**src/rtl/core/pse_ram.sv**
```systemverilog
module pse_ram #(
  parameter int WIDTH = 32,
  parameter int DEPTH = 32
) (
  input  logic                     clk,
  input  logic                     we,
  input  logic [$clog2(DEPTH)-1:0] waddr,
  input  logic [WIDTH-1:0]         wdata,
  input  logic [$clog2(DEPTH)-1:0] raddr,
  output logic [WIDTH-1:0]         rdata
);

  logic [WIDTH-1:0] mem [DEPTH];

  always_ff @(posedge clk) begin
    if (we) begin
      mem[waddr] <= wdata;
    end
    rdata <= mem[raddr];
  end

endmodule

```
**config.mk**
```make
export PLATFORM = sky130hd
export DESIGN_NAME = pse_ram
export DESIGN_NICKNAME = d
export VERILOG_FILES = /design/src/rtl/core/pse_ram.sv
export SDC_FILE = /design/constraint.sdc
export NUM_CORES = 1
export LEC_CHECK = 0
export BUFFER_PORTS_ARGS = -buffer_cell sky130_fd_sc_hd__buf_2
export CORE_UTILIZATION = 25
export CTS_BUF_LIST = sky130_fd_sc_hd__clkbuf_16
export DETAILED_ROUTE_END_ITERATION = 7
export PLACE_DENSITY = 0.4
export SLEW_MARGIN = 0
export SYNTH_ARGS = -nofsm -noshare
export SYNTH_HDL_FRONTEND = slang
export SYNTH_SLANG_ARGS = --single-unit
```
**constraint.sdc**
```tcl
create_clock -name clk -period 2.8 [get_ports clk]
set_input_delay 0.56 -clock clk [delete_from_list [all_inputs] [get_ports clk]]
set_output_delay 0.56 -clock clk [all_outputs]
set_load 0.03 [all_outputs]
```
==> metrics, run 1 <==
most frequent cells after synthesis 1024 x edfxtp_1, 512 x mux2i_1, 98 x nand2_1, 98 x nand3_1; worst reg2reg path depth 5; critical path start-end classification reg2out; vertical die dimension 404.4 um; Detailed Route WL roughly 120 mm; Min-Delay Startpoint wdata[11]; Antenna Violating Nets Remaining 0; class of the most critical hold timing path in2reg; outcome complete, no violations; Worst EP arrival 1.55 ns; worst-skew pair later-pin latency approximately 0.73 ns; # DRC 0; upper clock frequency limit about 470 MHz; slack of the critical path roughly 0.69 ns; number of flops mapped to enable cells by yosys between 1000 and 1500; critical-path maximum fanout 1; share of total power in sequential cells a little over half; overall power of the completed layout around 34 mW; fin area 48420 um^2; cell chain of the critical path buf_2; core region area ~160000 um^2; part of the total power dissipated in the clock network between 40% and 50%; Req. time, crit path 2.24 ns; flops & latches, synth 1056; number of warnings issued by yosys 0; final core utilization 30.12%; vias after detailed routing around 21000; cell depth of the worst min-delay path 1; count of instances resized after the clock tree is built 0; HPWL after DPL between 60 and 70 mm; Die Area between 150000 and 200000 um^2; LEAKAGE ~17 nW; Area after DPL around 45000 um^2; slowest cell delay on critical path between 0.5 and 0.6 ns; number of hold violations in the final report 0; share of synthesized registers carrying an async set or reset 0%; power density relative to cell area about 700 nW/um^2; maximum level of the CTS H-tree 3; cell type with the highest aggregate area in the netlist edfxtp_1; Max transition margin a little under half; max-cap violations 0; endpoint of the worst register-to-register path rdata[8]; end of the critical path rdata[10]; post-placement worst setup slack about 0.27 ns; minimum clock period roughly 2.1 ns; switching power 7.498 mW; final clock skew about 0.026 ns; cell at the root of the clock tree clkbuf_16; Setup TNS 0 ns; CP Buf/Inv Count 1; clock tree from TritonCTS done; final net count 2513; clock edge transition at the registers on the reported setup and hold paths about 0.060 ns; Syn Std Cell Area between 40000 and 50000 um^2; unrepaired setup endpoints after global routing no; Critical Path End Type primary output; count of mapped cells out of synthesis about 2300; worst reg2reg setup slack around 1.3 ns; area fraction of the dominant cell type after synthesis 75.95%; crit-path leading delay family flip-flops; Synth-to-Final Area Change 19.60%; layout cells sized above 1 ~16%; Synth area leaders edfxtp_1 76%, mux2i_1 13%, a22oi_1 1.8%; buffers added on ports 75; count of buffers added by post-CTS timing repair for setup 0; gr ovfl total 0; total clock buffers created by CTS 117; synthesized net count between 2000 and 2500; DR iter-0 viols approximately 1600; prevailing post-synth register cell edfxtp_1; average detailed-routed wire length per instance approximately 25 um; CTS sink cnt roughly 1100; maximum number of pins on one net before global-route repair between 40 and 50; I/O Pins 76; wire length of the first global-routing pass roughly 170 mm; buffers from clock root to sink, at most 3; internal power 26.27 mW; share of the yosys chip area belonging to registers between 70% and 80%; vias in the first global route 21780; average cell area after synthesis between 15 and 20 um^2; cell with the most instances after synthesis edfxtp_1; fraction of power spent switching nets about 22%; Yosys cell types 25; routability congestion estimate from global placement between 0.7 and 0.8; portion of total power attributed to combinational logic under 10%; effective utilization at floorplan around 25%; row cnt ~150; Final period util between 70% and 80%; number of pins exceeding their max-slew limit in the final report 0; worst voltage drop across the vdd grid just under 0.0005 V; count of final setup violators 0; Worst setup SP type flop; die extent in x between 400 and 500 um; number of detailed-route iterations in the first pass 5; worst-margin pin slew slightly below 0.8 ns; Critical R2R Launch mem[1][8]; number of buffers inserted by hold repair at cts 0; total number of cells along the worst setup path 1; initial antenna violation count 9; number of vias per cell around 4.4; Crit. Startpoint rdata[10]; standard cell with the maximum stage delay on the critical path dfxtp_1; GRT Overall Usage 14.29%
flip-flops by register name, summed over array words and instances (netlist names):
name   flops
mem     1024
rdata     32
logic make-up (layout without fill, tap and decap cells):
logic type	count (synthesis)	after routing	share of synthesized area, %
buffers and inverters	127	433	1.860
AOI/OAI and AO/OA	288	288	4.846
other	0	2	0
muxes	512	512	12.66
DFF	1056	1056	77.53
and+or+nand+nor	277	277	3.100
per-layer routing:
| layer | vias up | GRT usage (%) | wire length, um |
|---|---|---|---|
| met5 | - | 0 | 28 |
| met4 | 4 | 3.555 | 1962 |
| met3 | 109 | 2.428 | 4522 |
| met2 | 350 | 24.10 | 57790 |
| met1 | 10940 | 18.96 | 52880 |
| li1 | 9433 | - | - |
placed cells by master (no fill, tap or decap), types with 35 or more instances in the layout:
cell type and n:
inv_1 38, buf_12 57, clkbuf_16 119, edfxtp_1 1024, nand2_1 97, nand3_1 98
mux2i_1 512, buf_2 74, clkinv_1 35, a22oi_1 96, a22o_1 64, buf_4 85
a21oi_1 96
per-stage QoR:
stage                     hold slack (ns)  std cells
after floorplan                    0.5529       2260
after global placement             0.5854       4510
after detailed placement           0.5957       4510
after CTS                          0.2654       4726
after global routing               0.3266       4726
final                              0.3251       4728
cell type report:
| class | count | area [um^2] |
|---|---|---|
| fill | 15820 | 112300 |
| sequential | 1056 | 31390 |
| multi-input combinational | 1077 | 8610 |
| clock buffer | 119 | 2978 |
| tap | 2160 | 2703 |
| timing repair buffer | 217 | 2165 |
| clock inverter | 97 | 570.5 |
| antenna | 2 | 5.005 |
how the worst min path moves through the flow:
stage	to	slack (ns)
2_1_floorplan	rdata[10]	0.55
3_3_place_gp	rdata[6]	0.59
3_5_place_dp	rdata[15]	0.60
4_1_cts	mem[31][12]	0.27
5_1_grt	mem[24][28]	0.33
6_report	mem[4][11]	0.33
worst register-to-register path, stage by stage, from the launching register on:
cell and delay (ns):
edfxtp_1 0.32, mux2i_1 0.07, a22o_1 0.25, nor3_1 0.54
a31oi_1 0.16, nand3_1 0.12
power groups by stage:
stage / Sequential [mW] / Clock, mW / Combinational (mW)
2_1_floorplan: 18.1 / 0 / 0.909
3_3_place_gp: 18.0 / 0 / 1.91
3_5_place_dp: 18.0 / 0 / 1.93
4_1_cts: 17.7 / 14.6 / 1.93
5_1_grt: 17.7 / 15.2 / 2.04
6_report: 17.7 / 14.2 / 1.89
Note: power is estimated with default switching activity, not from simulation.
==> run 2, diff against run 1 <==
clock period = 1.8 ns   (was 2.8 ns; I/O delays follow)
==> run 2 against run 1 <==
Compared with the run above:
- sequential power increased by 55%
- highest routed layer unchanged
- critical endpoint is now rdata[11]
- count of clock-buffer cells in the layout decreased by 4
- combinational power rose by 71%
- die area unchanged
==> metrics, run 2 (synthesis gave the netlist of run 1 again) <==
final clock skew 0.02754 ns (+0.001628 ns); Antenna Violating Nets Remaining 0 (unchanged); class of the most critical hold timing path in2reg; minimum clock period around 1.7 ns; fin area 50010 um^2 (+3.3%); part of the total power dissipated in the clock network 42.1% (about the same); Area after DPL 46410 um^2 (+3.4%); clock edge transition at the registers on the reported setup and hold paths 0.06 ns (about the same); gr ovfl total 0 (unchanged); number of pins exceeding their max-slew limit in the final report 0 (unchanged); initial antenna violation count 12 (+3); max-cap violations 0 (unchanged); fraction of power spent switching nets 22.10% (-0.11 points); top library cells by usage in the layout, fill and taps aside 1024 x edfxtp_1, 512 x mux2i_1, 124 x buf_4; grt met2 use 25.07% (+0.96 points); standard cell with the maximum stage delay on the critical path dfxtp_1; worst-margin pin slew 0.6884 ns (-0.1038 ns); global-route layer with the greatest usage met2; Critical Path End Type primary output; Max transition margin 54.11% (+6.9 points); Synth-to-Final Area Change 23.53%; Top reg by flops mem; cell chain of the critical path buf_4; portion of total power attributed to combinational logic 6.1% (+0.5 points); Setup TNS 0 ns (unchanged); GRT Overall Usage 14.66% (+0.37 points); upper clock frequency limit approximately 580 MHz; Detailed Route WL 120.5 mm (+2.8%); post-placement worst setup slack -0.2486 ns (-0.5199 ns); number of vias per cell 4.418 (+0.24%); total clock buffers created by CTS 113 (-3.4%); vias in the first global route 22130 (+1.6%); crit-path leading delay family flip-flops; number of detailed-route iterations in the first pass 5 (unchanged); slack of the critical path 0.06968 ns (-0.6153 ns); final net count 2605 (+3.7%); slowest cell delay on critical path 0.44 ns (-0.10 ns); number of hold violations in the final report 0 (unchanged); buffers added on ports 75 (unchanged); internal power 41.35 mW (+57%); worst voltage drop across the vdd grid 0.0007075 V (+44%); power density relative to cell area 1061 nW/um^2 (+52%); buffers from clock root to sink, at most 3 (unchanged); leading registers by flop count mem: 1024 flops, rdata: 32 flops; overall power of the completed layout 53.08 mW (+57%); count of final setup violators 0 (unchanged); CP Buf/Inv Count 1 (unchanged); layout cells sized above 1 19.52% (+3.8 points); GR Util met3 2.455% (+0.028 points); vias after detailed routing 21310 (+2.2%); I/O Pins 76 (unchanged); unrepaired setup endpoints after global routing no; Req. time, crit path 1.44 ns (-0.80 ns); LEAKAGE 17.40 nW (+4.3%); Layout fillers 15650 (-1.1%); core region area 160800 um^2 (unchanged); routability congestion estimate from global placement 0.7535 (+1.6%); worst-skew pair later-pin latency 0.73 ns (about the same); DR iter-0 viols 1362 (-14%); Worst setup SP type flop; most frequent standard cell in the layout excluding fill and tap cells edfxtp_1; maximum level of the CTS H-tree 3 (unchanged); critical-path maximum fanout 1 (unchanged); clock tree from TritonCTS done; met1 routing resource usage after global routing 18.97% (about the same); row cnt 147 (unchanged); maximum number of pins on one net before global-route repair 43 (-10%); average detailed-routed wire length per instance 24.98 um (+0.78%); die extent in x 404.4 um (unchanged); vertical die dimension 404.4 um (unchanged); Final period util 96.13%; Die Area 163600 um^2 (unchanged); Worst EP arrival 1.37 ns (-0.18 ns); outcome complete, no violations; cell at the root of the clock tree clkbuf_16; max reg flops 1024 (unchanged); critical path start-end classification reg2out; effective utilization at floorplan 25.18% (unchanged); count of buffers added by post-CTS timing repair for setup 0 (unchanged); share of total power in sequential cells 51.8% (-0.6 points); HPWL after DPL 74.96 mm (+13%); CTS sink cnt 1056 (unchanged); wire length of the first global-routing pass 168.6 mm (+2.0%); final core utilization 31.11% (+0.99 points); # DRC 0 (unchanged); switching power 11.73 mW (+56%)
## run 2: cell type report
| type | count | area, um^2 | share of cell area (%) |
|---|---|---|---|
| antenna | 3 | 7.507 | 0.01501 |
| timing repair buffer | 313 | 3704 | 7.405 |
| tap | 2160 | 2703 | 5.404 |
| sequential | 1056 | 31390 | 62.77 |
| clock inverter | 98 | 699.4 | 1.399 |
| multi-input combinational | 1077 | 8627 | 17.25 |
| clock buffer | 115 | 2878 | 5.754 |
## run 2: final timing paths
check | startpoint | to | slack, ns | cells past startpoint
setup / recovery | rdata[11] | rdata[11] | 0.07 | 1
hold / removal | wdata[21] | mem[25][21] | 0.12 | 1
setup reg to reg | mem[7][19] | rdata[19] | 0.34 | 6
hold reg to reg | mem[27][0] | rdata[0] | 0.60 | 4
## run 2: routing by layer
metal,vias up,share of wire (%)
met4,12,2.3
met2,384,49
met1,11140,44
met5,-,0.063
met3,160,3.9
li1,9608,-
## run 2: timing repair
| item | 4_1_cts | 5_1_grt |
|---|---|---|
| hold buffers | 0 | 0 |
| gates resized for setup | 10 | 0 |
| setup endpoints to repair | 7 | 0 |
## run 2: power groups by stage
stage	Clock (mW)	Combinational [mW]	Sequential (mW)
final	22.4	3.24	27.5
after global routing	23.9	3.47	27.5
after CTS	23.0	3.31	27.5
after detailed placement	0	3.29	28.0
after global placement	0	3.26	28.0
after floorplan	0	1.45	28.1
## run 2: per-stage QoR
| stage | std cells | hold slack, ns |
|---|---|---|
| after floorplan | 2260 | 0.4589 |
| after global placement | 4606 | 0.5787 |
| after detailed placement | 4606 | 0.5901 |
| after CTS | 4819 | 0.06431 |
| after global routing | 4820 | 0.1281 |
| final | 4822 | 0.1203 |
