--- src/rtl/core/pse_pkg.sv ---
package pse_pkg;

  // fixed field widths of the item and result
  localparam int KIND_W   = 2;
  localparam int POSF_W   = 5;
  localparam int LETTER_W = 5;
  localparam int VALIN_W  = 32;
  localparam int ACC_W    = 48;
  localparam int SEQ_W    = 16;
  localparam int LEN_W    = 6;

  // parameter defaults
  localparam int DEF_MAX_LEN     = 32;
  localparam int DEF_ALPHABET    = 21;
  localparam int DEF_VALUE_WIDTH = 32;

  localparam logic [LEN_W-1:0] SEQ_LEN_RESET = 6'd32;

  localparam logic [KIND_W-1:0] KIND_FIELD    = 2'd0;
  localparam logic [KIND_W-1:0] KIND_COUPLING = 2'd1;
  localparam logic [KIND_W-1:0] KIND_RESIDUE  = 2'd2;

  typedef struct packed {
    logic [KIND_W-1:0]          kind;
    logic [POSF_W-1:0]          pos_i;
    logic [LETTER_W-1:0]        letter_a;
    logic [POSF_W-1:0]          pos_j;
    logic [LETTER_W-1:0]        letter_b;
    logic signed [VALIN_W-1:0]  value;
    logic [LETTER_W-1:0]        residue;
  } in_t;

  typedef struct packed {
    logic signed [ACC_W-1:0] neg_energy;
    logic [SEQ_W-1:0]        seq_number;
  } out_t;

  typedef struct packed {
    logic busy;
    logic done;
  } walk_status_t;

endpackage

--- src/rtl/core/pse_walk.sv ---
module pse_walk import pse_pkg::*; #(
  parameter int MAX_LEN     = DEF_MAX_LEN,
  parameter int ALPHABET    = DEF_ALPHABET,
  parameter int VALUE_WIDTH = DEF_VALUE_WIDTH
) (
  input  logic                                                   clk,
  input  logic                                                   rst,
  input  logic                                                   start,
  input  logic [$clog2(MAX_LEN)-1:0]                             start_cnt,
  input  logic [$clog2(MAX_LEN*ALPHABET)-1:0]                    start_col,
  input  logic [VALUE_WIDTH-1:0]                                 start_fld,
  output logic [$clog2(MAX_LEN)-1:0]                             sym_raddr,
  input  logic [LETTER_W-1:0]                                    sym_rdata,
  output logic [$clog2(MAX_LEN*ALPHABET*MAX_LEN*ALPHABET)-1:0]   cpl_raddr,
  input  logic [VALUE_WIDTH-1:0]                                 cpl_rdata,
  output walk_status_t                                           status,
  output logic [ACC_W-1:0]                                       sum
);

  localparam int FIELD_DEPTH = MAX_LEN * ALPHABET;
  localparam int CPL_DEPTH   = FIELD_DEPTH * FIELD_DEPTH;
  localparam int POS_W       = $clog2(MAX_LEN);
  localparam int FIELD_AW    = $clog2(FIELD_DEPTH);
  localparam int CPL_AW      = $clog2(CPL_DEPTH);
  localparam int STRIDE      = ALPHABET * FIELD_DEPTH;

  logic                busy;
  logic [POS_W-1:0]    cnt;
  logic [POS_W-1:0]    idx;
  logic [FIELD_AW-1:0] col;
  logic [CPL_AW-1:0]   base;
  logic                s1_vld;
  logic [CPL_AW-1:0]   s1_base;
  logic                s2_vld;
  logic [CPL_AW-1:0]   cpl_addr;
  logic                s3_vld;
  logic [ACC_W-1:0]    acc;
  logic                issue;
  logic                done;

  assign issue = busy && (idx != cnt);
  assign done  = busy && (idx == cnt) && !s1_vld && !s2_vld && !s3_vld;

  assign sym_raddr = idx;
  assign cpl_raddr = cpl_addr;
  assign sum       = acc;

  always_comb begin
    status.busy = busy;
    status.done = done;
  end

  // stage 0: symbol read, stage 1: coupling address, stage 2: coupling read
  always_ff @(posedge clk) begin
    if (rst) begin
      busy   <= 1'b0;
      s1_vld <= 1'b0;
      s2_vld <= 1'b0;
      s3_vld <= 1'b0;
    end else begin
      if (start) begin
        busy <= 1'b1;
      end else if (done) begin
        busy <= 1'b0;
      end
      s1_vld <= issue;
      s2_vld <= s1_vld;
      s3_vld <= s2_vld;
    end
  end

  always_ff @(posedge clk) begin
    if (start) begin
      cnt  <= start_cnt;
      col  <= start_col;
      idx  <= '0;
      base <= '0;
      acc  <= ACC_W'($signed(start_fld));
    end else begin
      if (issue) begin
        idx  <= idx + POS_W'(1);
        base <= base + CPL_AW'(STRIDE);
      end
      if (s3_vld) begin
        acc <= acc + ACC_W'($signed(cpl_rdata));
      end
    end
    s1_base  <= base;
    cpl_addr <= s1_base + CPL_AW'(sym_rdata) * CPL_AW'(FIELD_DEPTH) + CPL_AW'(col);
  end

  a_done_quiet: assert property (@(posedge clk) disable iff (rst)
    done |=> !s1_vld && !s2_vld && !s3_vld)
    else $error("walk finished with reads in flight");

  a_no_issue_idle: assert property (@(posedge clk) disable iff (rst)
    !busy |=> !s2_vld || $past(s1_vld))
    else $error("coupling read without a symbol read");

  a_start_idle: assert property (@(posedge clk) disable iff (rst)
    start |-> !busy)
    else $error("walk started while busy");

endmodule

--- config.mk ---
export PLATFORM = sky130hd
export DESIGN_NAME = pse_walk
export DESIGN_NICKNAME = d
export VERILOG_FILES = /design/src/rtl/core/pse_pkg.sv /design/src/rtl/core/pse_walk.sv
export SDC_FILE = /design/constraint.sdc
export NUM_CORES = 1
export LEC_CHECK = 0
export BUFFER_PORTS_ARGS = -buffer_cell sky130_fd_sc_hd__buf_2
export CAP_MARGIN = 20
export CORE_MARGIN = 2
export CORE_UTILIZATION = 40
export CTS_CLUSTER_SIZE = 14
export DETAILED_ROUTE_END_ITERATION = 8
export SETUP_SLACK_MARGIN = 0.05
export SLEW_MARGIN = 10
export SYNTH_ARGS = -nofsm -noshare
export SYNTH_HDL_FRONTEND = slang
export SYNTH_SLANG_ARGS = --single-unit
--- constraint.sdc ---
create_clock -name clk -period 3 [get_ports clk]
set_input_delay 0.15 -clock clk [delete_from_list [all_inputs] [get_ports clk]]
set_output_delay 0.15 -clock clk [all_outputs]
set_load 0.01 [all_outputs]
==> flow_summary.toml, run 1 <==
[status]
outcome = "complete, no violations"

[placement]
io_buffer_count = 160
place_area_mm2 = 0.009493
place_hpwl_um = 15580
placed_cells = 1315
place_congestion = 0.8775

[yosys]
synthDistinctLibCells = 71
ys_seq_area_frac = 0.3783
ys_ff_latch = 119
netlist_area_mm2 = 0.007964
synth-xor-area-share = 0.08688
yosysWarnings = 0
synth_edf_count = 63
synthMuxAreaShare = 0.007855
ys.flop_type = "edfxtp_1"
syn_inst = 861
synth.avg_cell_area_um2 = 9.250
async_flop_share = 0
synth_compound_area_frac = 0.1972
synth_top_family_by_area = "compound AO/OA/AOI/OAI gates"
synthSimpleGateAreaFrac = 0.1515
synth_nets = 1032
synthAdderAreaFrac = 0.1386

[power_and_ir_drop]
ir_worst_vdd_mv = 0.3793
total_power_mw = 6.885
p_leak_nw = 4.820
pwr_density_cell_mw_per_mm2 = 639.7

[final_layout]
drive_gt1_frac = 0.3134
nets = 1278
area_delta_synth_final_pct = 35.15
layoutNonFillerInstCount = 1387
finish.instance_area_mm2 = 0.01076

[drt]
drt-pass1-iter-count = 5
postRouteWirelength_um = 20730
wire_per_inst_um = 14.94
drtAntennaViolNets = 0
vias = 7103
viasPerCell = 5.121
drcViolationCount = 0
drtIter0Drc = 301

[setup_path]
worstSetupStartpointType = "input port"
end_kind = "register"
critPathKind = "in2reg"
rr_worst_depth = 10
reg2reg_to = "sum[47]$_DFFE_PP_"
cp.required_ps = 3330
cp_max_fo = 3
r2r_slack_ps = 130
r2r_start = "sum[14]$_DFFE_PP_"
worst_ep_arrival_time_ps = 3210

[global_routing]
grt_pass1_wl_um = 33620
grt_usage = 0.1946
grt_overflow = 0
grt_pass1_vias = 7054
grt_max_degree = 56
antenna_found_initial = 2

[die]
io-pin-count = 161
fp.dieH_um = 145.1
start_util = 0.4079
core-area_mm2 = 0.01953
num_rows = 51
die-area_mm2 = 0.02105
fp.dieW_um = 145.1

[clock_network]
htree_num_levels = 4
clk_latency_ps = 420
cts.sinks = 119
clock_tree.buffer_depth = 2
cts.reportedPaths.clkPinSlew_ps = 60
cts_inserted_buffers = 17
cts_tree = "yes"
ctsRootBufferMaster = "clkbuf_16"

[run]
max_cap_violations = 0

[hold_path]
hold_path.class = "in2reg"
hold_path_depth = 3
hold_path_end = "sum[30]$_DFFE_PP_"
hp-start = "start_fld[30]"

[timing]
finalSetupViolations = 0
slew_headroom = 0.6338
period_share = 0.9598
tightest_slew_ps = 549.3
slew_violations = 0
holdWs_ps = 11.83
timing.fmax_mhz = 347.3
rsz0062_at_grt = "yes"
hold_viol = 0
setup_tns_ps = 0
finalCriticalPeriod_ps = 2879
skew_ps = 12.64
[placed cells by master, fill, tap and decap left out, types with 3 or more instances in the layout]
cell,n
nand4_1,27
dfxtp_1,56
nand2_2,3
nand3_1,13
xor2_1,37
o21ai_1,14
nor3_1,14
or3_1,5
ha_2,6
inv_1,32
nand2_1,84
dlygate4sd3_1,25
a21oi_1,61
a311oi_1,3
a21oi_2,9
fa_1,6
nor2_2,4
nor2b_1,11
buf_2,159
xnor2_1,40
nor2_1,52
and2_1,4
nand2b_1,7
inv_6,4
o21bai_1,10
ha_4,11
ha_1,60
edfxtp_1,63
and3_1,10
o21ai_0,55
o21ai_2,6
a31oi_1,4
buf_4,88
clkbuf_16,19
mux2i_1,4
a21o_1,38
[cells by family after synthesis]
kind of cell	count (synthesis)
muxes	6
DFF	119
and+or+nand+nor	251
xor gates and xnor gates	79
buffers and inverters	77
adders and majority gates	84
AOI/OAI and AO/OA	245
[per-stage QoR]
step	utilization	setup slack [ps]
2_1_floorplan	-	58.61
3_3_place_gp	0.4862	-230.7
3_5_place_dp	0.4862	-290.4
4_1_cts	0.5358	45.76
5_1_grt	0.5509	8.122
6_report	0.5512	120.7
[sequential cells by signal (all words and copies together), names as in the netlist]
name       flops
sum           48
cpl_raddr     19
base          14
s1_base       14
col           10
cnt            5
sym_raddr      5
busy           1
s1_vld         1
s2_vld         1
s3_vld         1
[Yosys cell counts (all sizes together) (10+ instances only)]
library cell | n | area share
nand2 | 87 | 0.041
ha | 77 | 0.12
o21ai | 75 | 0.047
a21oi | 71 | 0.046
edfxtp | 63 | 0.24
dfxtp | 56 | 0.14
nor2 | 56 | 0.026
xnor2 | 41 | 0.045
a21o | 38 | 0.036
xor2 | 38 | 0.042
inv | 32 | 0.015
clkbuf | 30 | 0.014
nand4 | 27 | 0.021
buf | 15 | 0.011
nor3 | 15 | 0.0094
nand3 | 14 | 0.0088
nor2b | 12 | 0.0094
o21bai | 11 | 0.010
and3 | 10 | 0.0079
[critical path, stage by stage]
cell and delay, ps:
buf_2 130, buf_4 130, ha_1 210, xor2_2 200, ha_1 330, inv_1 70, o21ba_2 220, xnor2_1 160
ha_1 250, ha_1 340, o21ai_2 100, a21boi_2 80, buf_4 130, buf_4 120, buf_4 120, buf_4 120
buf_4 120, buf_4 120, nor2_1 120
[worst max path at each step]
stage | cells past startpoint | slack (ps) | to | startpoint
floorplan | 15 | 60 | cpl_raddr[17]$_DFF_P_ | sym_rdata[0]
global route | 12 | 8 | sum[39]$_DFFE_PP_ | sum[12]$_DFFE_PP_
global placement | 14 | -230 | cpl_raddr[18]$_DFF_P_ | sym_rdata[0]
CTS | 13 | 50 | cpl_raddr[18]$_DFF_P_ | col[6]$_DFFE_PP_
detailed placement | 14 | -290 | cpl_raddr[18]$_DFF_P_ | sym_rdata[0]
finish | 19 | 120 | cpl_raddr[12]$_DFF_P_ | sym_rdata[2]
[report_power, final]
group          internal [mW]  switching (mW)  leakage (nW)
Combinational           1.29            1.40          3.43
Clock                   1.26           0.827         0.303
Sequential              1.99           0.114          1.08
Total                   4.54            2.35          4.82
[repair_timing]
item	4_1_cts	5_1_grt
buffers inserted	8	5
pin swaps	4	13
endpoints found under the hold margin	28	0
cloned	0	0
endpoints found under the setup margin	7	25
hold buffers	25	0
gates resized for setup	11	53
[metal layers]
metal | global-route usage | part of all wire
met1 | 0.2553 | 0.47
met2 | 0.3240 | 0.47
met3 | 0.04182 | 0.053
met4 | 0.05588 | 0.0083
met5 | 0 | 0
[area by class of cell]
cell class                      count  area, um^2
Antenna cell                        2       5.005
Sequential cell                   119        3013
Clock inverter                     13       127.6
Clock buffer                       19       475.5
Fill cell                        1838        8763
Multi-Input combinational cell    665        4984
Inverter                           32       120.1
Tap cell                          265       331.6
Timing Repair Buffer              272        1707
(Power assumes the default switching activity.)
==> run 2, diff against run 1 <==
==> constraint.sdc (replaced) <==
create_clock -name clk -period 3.05 [get_ports clk]
set_input_delay 0.1525 -clock clk [delete_from_list [all_inputs] [get_ports clk]]
set_output_delay 0.1525 -clock clk [all_outputs]
set_load 0.01 [all_outputs]
==> flow_summary.toml, run 2 (same netlist as run 1, synthesis figures left out) <==
[status]
outcome = "complete, no violations"

[timing]
finalCriticalPeriod_ps = 2896
holdWs_ps = 13.41
slew_headroom = 0.5432
period_share = 0.9496
tightest_slew_ps = 685.2
hold_viol = 0
finalSetupViolations = 0
rsz0062_at_grt = "yes"
skew_ps = 14.39
slew_violations = 0
timing.fmax_mhz = 345.3

[clock_network]
cts.reportedPaths.clkPinSlew_ps = 70
cts_tree = "yes"
htree_num_levels = 4
cts_inserted_buffers = 17
ctsRootBufferMaster = "clkbuf_16"
clock_tree.buffer_depth = 2
cts.sinks = 119
clk_latency_ps = 440

[drt]
postRouteWirelength_um = 21420
wire_per_inst_um = 15.35
drcViolationCount = 0
drt-pass1-iter-count = 5
drtIter0Drc = 441
vias = 7191
drtAntennaViolNets = 0
viasPerCell = 5.151

[setup_path]
r2r_start = "col[6]$_DFFE_PP_"
critPathKind = "reg2reg"
crit_path_end = "cpl_raddr[18]$_DFF_P_"
worst_ep_arrival_time_ps = 3220
crit_path_start = "col[6]$_DFFE_PP_"
rr_worst_depth = 13
worstSetupStartpointType = "register"
cp_max_fo = 2
r2r_slack_ps = 150
end_kind = "register"
reg2reg_to = "cpl_raddr[18]$_DFF_P_"
cp.required_ps = 3380

[placement]
place_area_mm2 = 0.009543
place_hpwl_um = 16060
place_congestion = 0.9043
io_buffer_count = 160

[global_routing]
grt_pass1_wl_um = 34320
grt_pass1_vias = 6923
antenna_found_initial = 1
grt_usage = 0.2004
grt_overflow = 0
grt_max_degree = 82

[final_layout]
largest_reg_flops = 48
finish.instance_area_mm2 = 0.01075
nets = 1288
finalCoreUtilization = 0.5503
drive_gt1_frac = 0.2929
area_delta_synth_final_pct = 34.93
final_common_cell = "buf_2"
final_cell_mix = "159 x buf_2, 86 x nand2_1, 84 x buf_4, 68 x ha_1"

[hold_path]
hold_path_depth = 3
hold_path.class = "in2reg"

[power_and_ir_drop]
p_leak_nw = 4.851
power.internal_mw = 4.337
comb_power_share = 0.389
pwr_density_cell_mw_per_mm2 = 625.4
seq_power_share = 0.310
p_clk_frac = 0.302
ir_worst_vdd_mv = 0.4167
switching_share = 0.3546
switching_power_mw = 2.383

[die]
fp.dieH_um = 145.1
core-area_mm2 = 0.01953
start_util = 0.4079
num_rows = 51
die-area_mm2 = 0.02105
fp.dieW_um = 145.1
io-pin-count = 161

[run]
max_cap_violations = 0
[run 2: timing repair]
action	in CTS	in global routing
hold buffers	37	0
endpoints found under the hold margin	40	0
buffers inserted	0	4
setup endpoints to repair	6	23
resized for setup	8	39
pin swaps	3	12
[run 2: how the worst min path moves through the flow]
stage / slack [ps] / end / startpoint
floorplan: 220 / s1_vld$_SDFF_PP0_ / rst
global placement: 320 / cpl_raddr[1]$_DFF_P_ / col[1]$_DFFE_PP_
detailed placement: 330 / cpl_raddr[3]$_DFF_P_ / col[3]$_DFFE_PP_
CTS: 2 / sum[16]$_DFFE_PP_ / start_fld[16]
global route: 20 / sum[25]$_DFFE_PP_ / start_fld[25]
finish: 10 / sum[16]$_DFFE_PP_ / start_fld[16]
[run 2: stage by stage]
stage                     setup TNS, ps  setup slack [ps]  power (mW)  instances
final                                 0             153.8       6.720       1396
after global routing                  0             24.84       7.137       1395
after CTS                             0             54.26       6.638       1391
after detailed placement          -1047            -314.9       4.529       1322
after global placement           -851.9            -241.9       4.515       1322
after floorplan                       0             55.42       3.630        861
[run 2: layer usage]
layer,GRT usage,share of wire
met1,0.2769,0.48
met2,0.3176,0.45
met3,0.03994,0.048
met4,0.06127,0.015
met5,0,0
[run 2: power by group through the flow]
stage          Clock, mW  Sequential (mW)  Combinational, mW
2_1_floorplan          0             2.17               1.46
3_3_place_gp           0             2.10               2.41
3_5_place_dp           0             2.11               2.42
4_1_cts             2.07             2.08               2.49
5_1_grt             2.13             2.11               2.90
6_report            2.03             2.08               2.61
[run 2: critical path: stages (launching register included)]
cell,delay (ps)
edfxtp_1,390
fa_1,520
ha_2,190
inv_2,40
fa_2,340
nor2b_1,150
o21ai_1,90
a21boi_1,220
o21ai_2,90
a21boi_2,180
o21ai_2,80
and2_4,160
o211a_1,220
xnor2_1,120
[run 2: final cells by class]
class                   count  area [um^2]
fillers                  1771         8781
multi-input cells         665         4845
flip-flops and latches    119         3013
repair buffers            282         1837
clock buffers              18        450.4
well taps                 265        331.6
clock inverters            14        146.4
inverters                  32        120.1
diodes                      1        2.502
